==> config.mk <==
export PLATFORM = sky130hd
export DESIGN_NAME = double_ended_queue_unit
export DESIGN_NICKNAME = d
export VERILOG_FILES = /design/src/rtl/deq_pkg.sv /design/src/rtl/deq_cell.sv /design/src/rtl/double_ended_queue_unit.sv
export SDC_FILE = /design/constraint.sdc
export NUM_CORES = 1
export LEC_CHECK = 0
export BUFFER_PORTS_ARGS = -buffer_cell sky130_fd_sc_hd__buf_2
export CAP_MARGIN = 10
export CELL_PAD_IN_SITES_DETAIL_PLACEMENT = 0
export CELL_PAD_IN_SITES_GLOBAL_PLACEMENT = 1
export CORE_MARGIN = 4
export CORE_UTILIZATION = 37
export DETAILED_ROUTE_END_ITERATION = 16
export HOLD_SLACK_MARGIN = 0.08
export PLACE_DENSITY_LB_ADDON = 0.1
export SYNTH_ARGS = -nofsm -noshare
export SYNTH_HDL_FRONTEND = slang
export SYNTH_HIERARCHICAL = 1
export SYNTH_SLANG_ARGS = --single-unit
==> constraint.sdc <==
create_clock -name i_clk -period 18.14 [get_ports i_clk]
set_input_delay 0.907 -clock i_clk [delete_from_list [all_inputs] [get_ports i_clk]]
set_output_delay 0.907 -clock i_clk [all_outputs]
set_load 0.01 [all_outputs]
==> src/rtl/deq_pkg.sv <==
// ----------------------------------------------------------------------------
// deq_pkg
// shared types and constants of the double-ended queue unit
// ----------------------------------------------------------------------------
`default_nettype none

package deq_pkg;

    localparam int WORD_W        = 32;
    localparam int OP_W          = 2;
    localparam int STATUS_W      = 2;
    localparam int DEPTH_DEFAULT = 16;

    // request kinds
    typedef enum logic [OP_W-1:0] {
        OP_PUSH_FRONT  = 2'd0,
        OP_POP_FRONT   = 2'd1,
        OP_INJECT_REAR = 2'd2,
        OP_EJECT_REAR  = 2'd3
    } t_op;

    // result status codes
    typedef enum logic [STATUS_W-1:0] {
        ST_OK    = 2'd0,
        ST_EMPTY = 2'd1,
        ST_FULL  = 2'd2
    } t_status;

    // per-cycle command broadcast to every cell, already qualified by success
    typedef struct packed {
        logic push_front;
        logic pop_front;
        logic inject_rear;
        logic eject_rear;
    } t_cell_ctrl;

endpackage

`default_nettype wire

==> src/rtl/deq_cell.sv <==
// ----------------------------------------------------------------------------
// deq_cell
// one slot of the queue chain: a data word and an occupied flag
// ----------------------------------------------------------------------------
`default_nettype none

module deq_cell (
    input  wire logic                       i_clk,
    input  wire logic                       i_rst_n,
    input  wire deq_pkg::t_cell_ctrl        i_ctrl,
    input  wire logic [deq_pkg::WORD_W-1:0] i_value,
    input  wire logic [deq_pkg::WORD_W-1:0] i_left_data,
    input  wire logic                       i_left_occ,
    input  wire logic [deq_pkg::WORD_W-1:0] i_right_data,
    input  wire logic                       i_right_occ,
    output logic      [deq_pkg::WORD_W-1:0] o_data,
    output logic                            o_occ,
    output logic      [deq_pkg::WORD_W-1:0] o_rear_data
);
    import deq_pkg::*;

    logic [WORD_W-1:0] r_data;
    logic [WORD_W-1:0] n_data;
    logic              r_occ;
    logic              n_occ;

    always_comb begin
        n_data = r_data;
        n_occ  = r_occ;
        if (i_ctrl.push_front) begin
            // shift toward the rear
            n_data = i_left_data;
            n_occ  = i_left_occ;
        end else if (i_ctrl.pop_front) begin
            // shift toward the front
            n_data = i_right_data;
            n_occ  = i_right_occ;
        end else if (i_ctrl.inject_rear) begin
            // first free slot takes the word
            if (!r_occ && i_left_occ) begin
                n_data = i_value;
            end
            n_occ = r_occ | i_left_occ;
        end else if (i_ctrl.eject_rear) begin
            // last occupied slot frees itself
            n_occ = r_occ & i_right_occ;
        end
    end

    always_ff @(posedge i_clk) begin
        r_data <= n_data;
    end

    always_ff @(posedge i_clk) begin
        if (!i_rst_n) begin
            r_occ <= 1'b0;
        end else begin
            r_occ <= n_occ;
        end
    end

    assign o_data      = r_data;
    assign o_occ       = r_occ;
    // only the rear slot shows its word, so an or over the chain picks it
    assign o_rear_data = (r_occ && !i_right_occ) ? r_data : '0;

endmodule

`default_nettype wire

==> src/rtl/double_ended_queue_unit.sv <==
// ----------------------------------------------------------------------------
// double_ended_queue_unit
// bounded double-ended queue of 32-bit signed words built as a chain of cells
// ----------------------------------------------------------------------------
// The queue holds up to DEPTH words in a row of cells with the front always in
// the first cell. Push front and pop front shift the whole row by one cell;
// inject rear writes the first free cell and eject rear frees the last
// occupied one, so the occupied flags form a thermometer that doubles as the
// fill level. Every request is decided and applied to the
// cells at the edge where it is transferred, and its single result lands in
// the output register at that same edge. The output register lets a new
// request in while its result waits, so with the result side ready the unit
// sustains one request per clock; it stalls only while the output register is
// full and not drained. A removal from an empty queue answers empty, an
// insertion into a full queue answers full, and neither changes the contents.
// Words start undefined after reset; only words that were written are read.
// ----------------------------------------------------------------------------
`default_nettype none

module double_ended_queue_unit #(
    parameter int DEPTH = deq_pkg::DEPTH_DEFAULT
) (
    input  wire logic                         i_clk,
    input  wire logic                         i_rst_n,
    // request side
    input  wire logic                         s_axis_tvalid,
    output logic                              s_axis_tready,
    input  wire logic [deq_pkg::WORD_W-1:0]   s_axis_tdata,  // [31:0] value_in
    input  wire logic [deq_pkg::OP_W-1:0]     s_axis_tuser,  // [1:0] req_type
    // result side
    output logic                              m_axis_tvalid,
    input  wire logic                         m_axis_tready,
    output logic      [deq_pkg::WORD_W-1:0]   m_axis_tdata,  // [31:0] value_out
    output logic      [deq_pkg::STATUS_W-1:0] m_axis_tuser   // [1:0] status
);
    import deq_pkg::*;

    // cell chain views
    logic [WORD_W-1:0] w_data [DEPTH];
    logic [WORD_W-1:0] w_rear [DEPTH];
    logic [DEPTH-1:0]  w_occ;
    logic [WORD_W-1:0] w_rear_word;

    // request decode
    logic       w_s_xfer;
    t_op        w_op;
    logic       w_empty;
    logic       w_full;
    t_cell_ctrl w_ctrl;

    // output register
    logic                r_out_valid;
    logic [WORD_W-1:0]   r_out_data;
    t_status             r_out_status;
    logic [WORD_W-1:0]   n_out_data;
    t_status             n_out_status;

    assign s_axis_tready = !r_out_valid || m_axis_tready;
    assign w_s_xfer      = s_axis_tvalid && s_axis_tready;
    assign w_op          = t_op'(s_axis_tuser);

    // thermometer: first cell holds the front, last cell set means full
    assign w_empty = !w_occ[0];
    assign w_full  = w_occ[DEPTH-1];

    // only successful requests touch the cells
    always_comb begin
        w_ctrl             = '0;
        w_ctrl.push_front  = w_s_xfer && (w_op == OP_PUSH_FRONT)  && !w_full;
        w_ctrl.pop_front   = w_s_xfer && (w_op == OP_POP_FRONT)   && !w_empty;
        w_ctrl.inject_rear = w_s_xfer && (w_op == OP_INJECT_REAR) && !w_full;
        w_ctrl.eject_rear  = w_s_xfer && (w_op == OP_EJECT_REAR)  && !w_empty;
    end

    // chain of cells, cell 0 is the front
    for (genvar g = 0; g < DEPTH; g++) begin : g_cell
        logic [WORD_W-1:0] w_left_data;
        logic              w_left_occ;
        logic [WORD_W-1:0] w_right_data;
        logic              w_right_occ;

        if (g == 0) begin : g_first
            // a push front feeds the new word in ahead of the row
            assign w_left_data = s_axis_tdata;
            assign w_left_occ  = 1'b1;
        end else begin : g_inner_left
            assign w_left_data = w_data[g-1];
            assign w_left_occ  = w_occ[g-1];
        end

        if (g == DEPTH - 1) begin : g_last
            // nothing lies beyond the last cell
            assign w_right_data = '0;
            assign w_right_occ  = 1'b0;
        end else begin : g_inner_right
            assign w_right_data = w_data[g+1];
            assign w_right_occ  = w_occ[g+1];
        end

        deq_cell u_cell (
            .i_clk        (i_clk),
            .i_rst_n      (i_rst_n),
            .i_ctrl       (w_ctrl),
            .i_value      (s_axis_tdata),
            .i_left_data  (w_left_data),
            .i_left_occ   (w_left_occ),
            .i_right_data (w_right_data),
            .i_right_occ  (w_right_occ),
            .o_data       (w_data[g]),
            .o_occ        (w_occ[g]),
            .o_rear_data  (w_rear[g])
        );
    end

    // at most one cell drives a nonzero rear word
    always_comb begin
        w_rear_word = '0;
        for (int i = 0; i < DEPTH; i++) begin
            w_rear_word = w_rear_word | w_rear[i];
        end
    end

    // result of the request in flight
    always_comb begin
        n_out_data   = '0;
        n_out_status = ST_OK;
        unique case (w_op)
            OP_PUSH_FRONT, OP_INJECT_REAR: begin
                if (w_full) begin
                    n_out_status = ST_FULL;
                end
            end
            OP_POP_FRONT: begin
                if (w_empty) begin
                    n_out_status = ST_EMPTY;
                end else begin
                    n_out_data = w_data[0];
                end
            end
            OP_EJECT_REAR: begin
                if (w_empty) begin
                    n_out_status = ST_EMPTY;
                end else begin
                    n_out_data = w_rear_word;
                end
            end
            default: begin
                n_out_status = ST_OK;
            end
        endcase
    end

    always_ff @(posedge i_clk) begin
        if (!i_rst_n) begin
            r_out_valid <= 1'b0;
        end else if (w_s_xfer) begin
            r_out_valid <= 1'b1;
        end else if (m_axis_tready) begin
            r_out_valid <= 1'b0;
        end
    end

    always_ff @(posedge i_clk) begin
        if (w_s_xfer) begin
            r_out_data   <= n_out_data;
            r_out_status <= n_out_status;
        end
    end

    assign m_axis_tvalid = r_out_valid;
    assign m_axis_tdata  = r_out_data;
    assign m_axis_tuser  = r_out_status;

    // occupied flags always form a contiguous run from the front
    a_occ_thermometer: assert property (@(posedge i_clk) disable iff (!i_rst_n)
        (w_occ[DEPTH-1:1] & ~w_occ[DEPTH-2:0]) == '0)
        else $error("occupied cells not contiguous from the front");

    // a removal from an empty queue answers empty with a zero word
    a_empty_result: assert property (@(posedge i_clk) disable iff (!i_rst_n)
        (w_s_xfer && w_empty &&
         (w_op == OP_POP_FRONT || w_op == OP_EJECT_REAR))
        |=> (m_axis_tuser == ST_EMPTY) && (m_axis_tdata == '0))
        else $error("empty removal answered wrongly");

    // an insertion into a full queue leaves the fill level alone
    a_full_hold: assert property (@(posedge i_clk) disable iff (!i_rst_n)
        (w_s_xfer && w_full &&
         (w_op == OP_PUSH_FRONT || w_op == OP_INJECT_REAR))
        |=> (m_axis_tuser == ST_FULL) && $stable(w_occ))
        else $error("full insertion changed the queue");

    // a pop returns the word that sat in the front cell
    a_pop_word: assert property (@(posedge i_clk) disable iff (!i_rst_n)
        (w_s_xfer && !w_empty && (w_op == OP_POP_FRONT))
        |=> (m_axis_tdata == $past(w_data[0])) && (m_axis_tuser == ST_OK))
        else $error("pop front returned the wrong word");

endmodule

`default_nettype wire

# Yosys cells after proc, flatten, opt, wreduce, memory -nomap -nowiden
# Cells that the tools add are included.
[totals]
regBits = 563
input_bits = 38
[classes]
bitwise = 45
mux = 152
n_reduce_logical = 78
n_eq_ne = 4
[op_table]
columns = ["op", "n"]
rows = [
  ["two-way mux 32 bit", 82],
  ["OR 32 bit", 15],
  ["two-way mux 1 bit", 67],
  ["case mux 32 bit (2 select lines)", 1],
  ["nonzero test 3 bit", 16],
  ["AND reduction 2 bit", 16],
  ["logical AND 1 bit", 24],
  ["logical NOT 1 bit", 16],
  ["AND 1 bit", 15],
  ["OR 1 bit", 15],
  ["== test 2 bit (second input constant)", 2],
  ["case mux 2 bit (2 select lines)", 1],
  ["nonzero test 4 bit", 1],
  ["OR reduction 2 bit", 2],
  ["inequality test 3 x 1 -> 1 bit (second input constant)", 1],
  ["== test 2 x 1 -> 1 bit (second input constant)", 1],
  ["logical NOT 2 bit", 1],
  ["two-way mux 2 bit", 1],
  ["nonzero test 2 bit", 1],
  ["logical OR 1 bit", 1],
]

# Longest topological paths before layout
[logic_depth]
ltp_word = 20
depth_mapped = 7

# Cells and area by module
# The synthesis kept the hierarchy.
[by_module_without_submodules]
columns = ["module", "area_per_inst_um2", "seq_area_each_um2", "cells_each", "n_inst"]
rows = [
  ["deq_cell (g_cell[10].u_cell ...)", 1918.1, 980.9, 187, 15],
  ["double_ended_queue_unit", 2489.9, 1041.0, 250, 1],
  ["deq_cell (g_cell[0].u_cell)", 1915.6, 980.9, 187, 1],
]

# Worst setup path after synthesis
# OpenSTA, ideal clock, no wires.
[synth_path]
kind = "input port to flip-flop"
start = "in m_axis_tready"
end = "reg g_cell[10].u_cell.r_data[0], enable pin"
setup_ns = 0.465
cell_stages = 6
arrival_time_ns = 7.846
path_slack_ns = 9.829
path_cell_list = "nand2b_1 nand2_1 nor4_1 clkbuf_1 nor2_1 o21ai_0"
[synth_lines]
columns = ["item", "line", "rtl"]
rows = [
  ["from (decl)", "double_ended_queue_unit.sv:32", "input wire logic m_axis_tready,"],
  ["to (signal assigned)", "deq_cell.sv:51", "r_data <= n_data;"],
  ["to (decl)", "deq_cell.sv:22", "logic [WORD_W-1:0] r_data;"],
]

==> metrics <==
total of max-cap violations 0; Post-CTS Setup Inserts 0; Max clock buf depth 3; final setup fails 0; RSZ-0062 raised after global routing false; GPL Wtd Cong 0.744; Hold Crit Class flip-flop to flip-flop; layout cell share with drive strength beyond 1 0.0826; area of the multi-input gates 15700 sq um; GR Layer Usage met1 0.317; Leak Pwr 11.3 nW; Synth Warn # 6; f_max 166 MHz; H-tree depth 3; Tot GR Track Use 0.228; post_cts resized 0; Fin Setup TNS 0 ns; FF+latch count, synth 563; Area contributors post-synth edfxtp_1 (49%), mux2i_1 (15%), and2_1 (9.7%); Yosys top cell area share 0.494; area grow syn2layout 11.5%; post-layout util 0.417; Setup WS post-layout 12.12 ns; Reg area 16700 sq um; clk root buf clkbuf_16; status finished, final reports clean; worst endpoint required time 18.46 ns; total wire length 110000 um; VDD IR max 61.5 uV; DR vias/cell 5.57; DR pass1 iterations 5; DRC Markers 0; Setup CP Type input port to flip-flop; CP Cell Sequence buf_2, nand2b_1, nand2_1, nor3_2, buf_4, buf_12, buf_4, buf_4, buf_4, mux2i_1, o21ai_0; Critical Path AT 6.34 ns; pre-CTS WS 11.55 ns; grt met2 use 0.374; average wire per standard cell 24.7 um; delay-heaviest family, CP buffers and inverters; core box area 88600 sq um; HPWL after DPL 56000 um; grt total ovfl 0; CTS tree yes; share of the yosys chip area belonging to registers 0.504; initial antenna violation count 17; Final Hold Viols 0; die area 94500 sq um; Port Buf Inserts 73; Final Max Slew Viols 0; ANT nets after route 0; biggest cell delay along the critical path 0.99 ns; cell count after synthesis 3242; IO Count 74; Post-Synthesis Cell Area 33200 sq um; post-synth top area cell edfxtp_1; PwrDens 92.7 nW/um^2; worst skew pair latency 0.63 ns; mean post-synth cell area 10.2 sq um; largest net degree at the start of global routing 232; Yosys cell types 29; Die Y 307 um; total number of vias 24900; max_slew headroom 0.228; crit path launch type input port; Initial Util 0.374; first-pass GRT wire length 161000 um; Top Usage Layer GRT met2; vias in the first global route 24100; most frequent CP cell buf_4; hold_buf cts 0; GR Util met3 0.0295; crit end category flip-flop; final clock skew 0.0331 ns; slowest CP cell buf_4; Sink Count 563; row count 109; nets 3279; Buf+Inv Stages, Crit Path 6; clk slew on worst S/H paths 0.06 ns; CP max FO 150; Filler cells 8623; CTS Buf Count 71; Final Cycle Share 0.332; die width 307 um; drt initial violations 2647; worst slew pin tran 1.16 ns; Tmin final 6.02 ns
==> power breakdown <==
group / switching, mW / internal [mW] / leakage, nW
clock network: 0.575 / 0.817 / 1.09
logic: 0.310 / 0.153 / 5.01
registers: 0.0517 / 1.52 / 5.19
==> through the flow <==
| stage | total power, mW | hold slack (ns) | cell area, sq um | std cells |
|---|---|---|---|---|
| after floorplan | 1.86 | 0.528 | 33300 | 3276 |
| after global placement | 2.06 | 0.530 | 34700 | 4333 |
| after detailed placement | 2.07 | 0.555 | 34700 | 4333 |
| after CTS | 3.48 | 0.539 | 37000 | 4459 |
| after global routing | 3.57 | 0.592 | 37000 | 4459 |
| final | 3.43 | 0.566 | 37000 | 4472 |
==> cell usage after synthesis <==
master	instances
edfxtp_1	546
nand2_1	546
and2_1	512
mux2i_1	512
o21ai_1	496
nor4_1	129
clkbuf_1	114
buf_2	94
o21ai_0	48
a22o_1	32
nand4_1	32
nor2_1	32
inv_1	18
buf_6	17
dfxtp_1	17
nand2b_1	17
nor2b_1	17
a221o_1	16
a31oi_1	16
or4_4	16
buf_4	3
buf_8	3
and3_1	2
conb_1	2
a21boi_0	1
and2b_1	1
nor2_2	1
nor3_1	1
nor4b_1	1
==> logic make-up (layout without fill, tap and decap cells) <==
group | Yosys count | after routing | synth area share
other | 2 | 49 | 0.000226
flip-flops | 563 | 563 | 0.504
multiplexers | 512 | 512 | 0.154
AO/OA/AOI/OAI | 609 | 609 | 0.0986
buffers and inverters | 249 | 267 | 0.0369
AND/OR/NAND/NOR | 1307 | 1307 | 0.205
==> routing by layer <==
metal | wire length [um] | share of wire | up-vias
met3 | 6750 | 0.061 | 149
met1 | 49300 | 0.45 | 12400
met4 | 2610 | 0.024 | 6
met2 | 51500 | 0.47 | 696
met5 | 40 | 0.00036 | -
li1 | - | - | 11700
==> worst reg2reg max path, cell delays in order (launching register included) <==
cell	delay [ns]
dfxtp_1	0.52
nand2_1	0.19
nor3_2	0.14
buf_4	0.69
buf_12	0.77
buf_4	0.98
buf_4	0.98
buf_4	1.01
mux2i_1	0.33
o21ai_0	0.10
==> cell usage in the layout (no fill, tap or decap), types with 4 or more instances in the layout <==
| cell | synthesis | layout |
|---|---|---|
| a221o_1 | 16 | 16 |
| a22o_1 | 32 | 32 |
| a31oi_1 | 16 | 16 |
| and2_1 | 512 | 512 |
| buf_12 | 0 | 5 |
| buf_2 | 94 | 73 |
| buf_4 | 3 | 45 |
| bufinv_16 | 0 | 4 |
| clkbuf_1 | 114 | 15 |
| clkbuf_16 | 0 | 76 |
| clkinv_1 | 0 | 16 |
| clkinv_2 | 0 | 12 |
| conb_1 | 2 | 36 |
| dfxtp_1 | 17 | 17 |
| diode_2 | 0 | 13 |
| edfxtp_1 | 546 | 546 |
| inv_1 | 18 | 17 |
| mux2i_1 | 512 | 512 |
| nand2_1 | 546 | 546 |
| nand2b_1 | 17 | 17 |
| nand4_1 | 32 | 32 |
| nor2_1 | 32 | 32 |
| nor2b_4 | 0 | 16 |
| nor4_1 | 129 | 128 |
| o21ai_0 | 48 | 32 |
| o21ai_1 | 496 | 496 |
| o21ai_4 | 0 | 16 |
| or4_4 | 16 | 16 |
==> sequential cells by signal (all words and copies together) (netlist names) <==
signal                cells
g_cell.u_cell/o_occ      16
m_axis_tvalid             1
m_axis_tuser              2
g_cell.u_cell/o_data    512
m_axis_tdata             32
==> cell type report <==
class / instances / share of cell area
Clock inverter: 35 / 0.00737
Sequential cell: 563 / 0.452
Timing Repair Buffer: 123 / 0.0217
Inverter: 18 / 0.00183
Clock buffer: 91 / 0.0529
Multi-Input combinational cell: 2464 / 0.423
Tap cell: 1165 / 0.0394
Antenna cell: 13 / 0.000879
==> path summary, 6_finish.rpt <==
kind                               start  slack [ns]  cells after the start                           to
hold reg to reg            m_axis_tvalid        0.57                      2                m_axis_tvalid
setup reg to reg  g_cell[0].u_cell/o_occ       12.17                      9  g_cell[0].u_cell/o_data[13]
hold / removal             m_axis_tvalid        0.57                      2                m_axis_tvalid
setup / recovery           m_axis_tready       12.12                     11  g_cell[0].u_cell/o_data[13]
No activity file was read; power rests on OpenSTA's default activity.
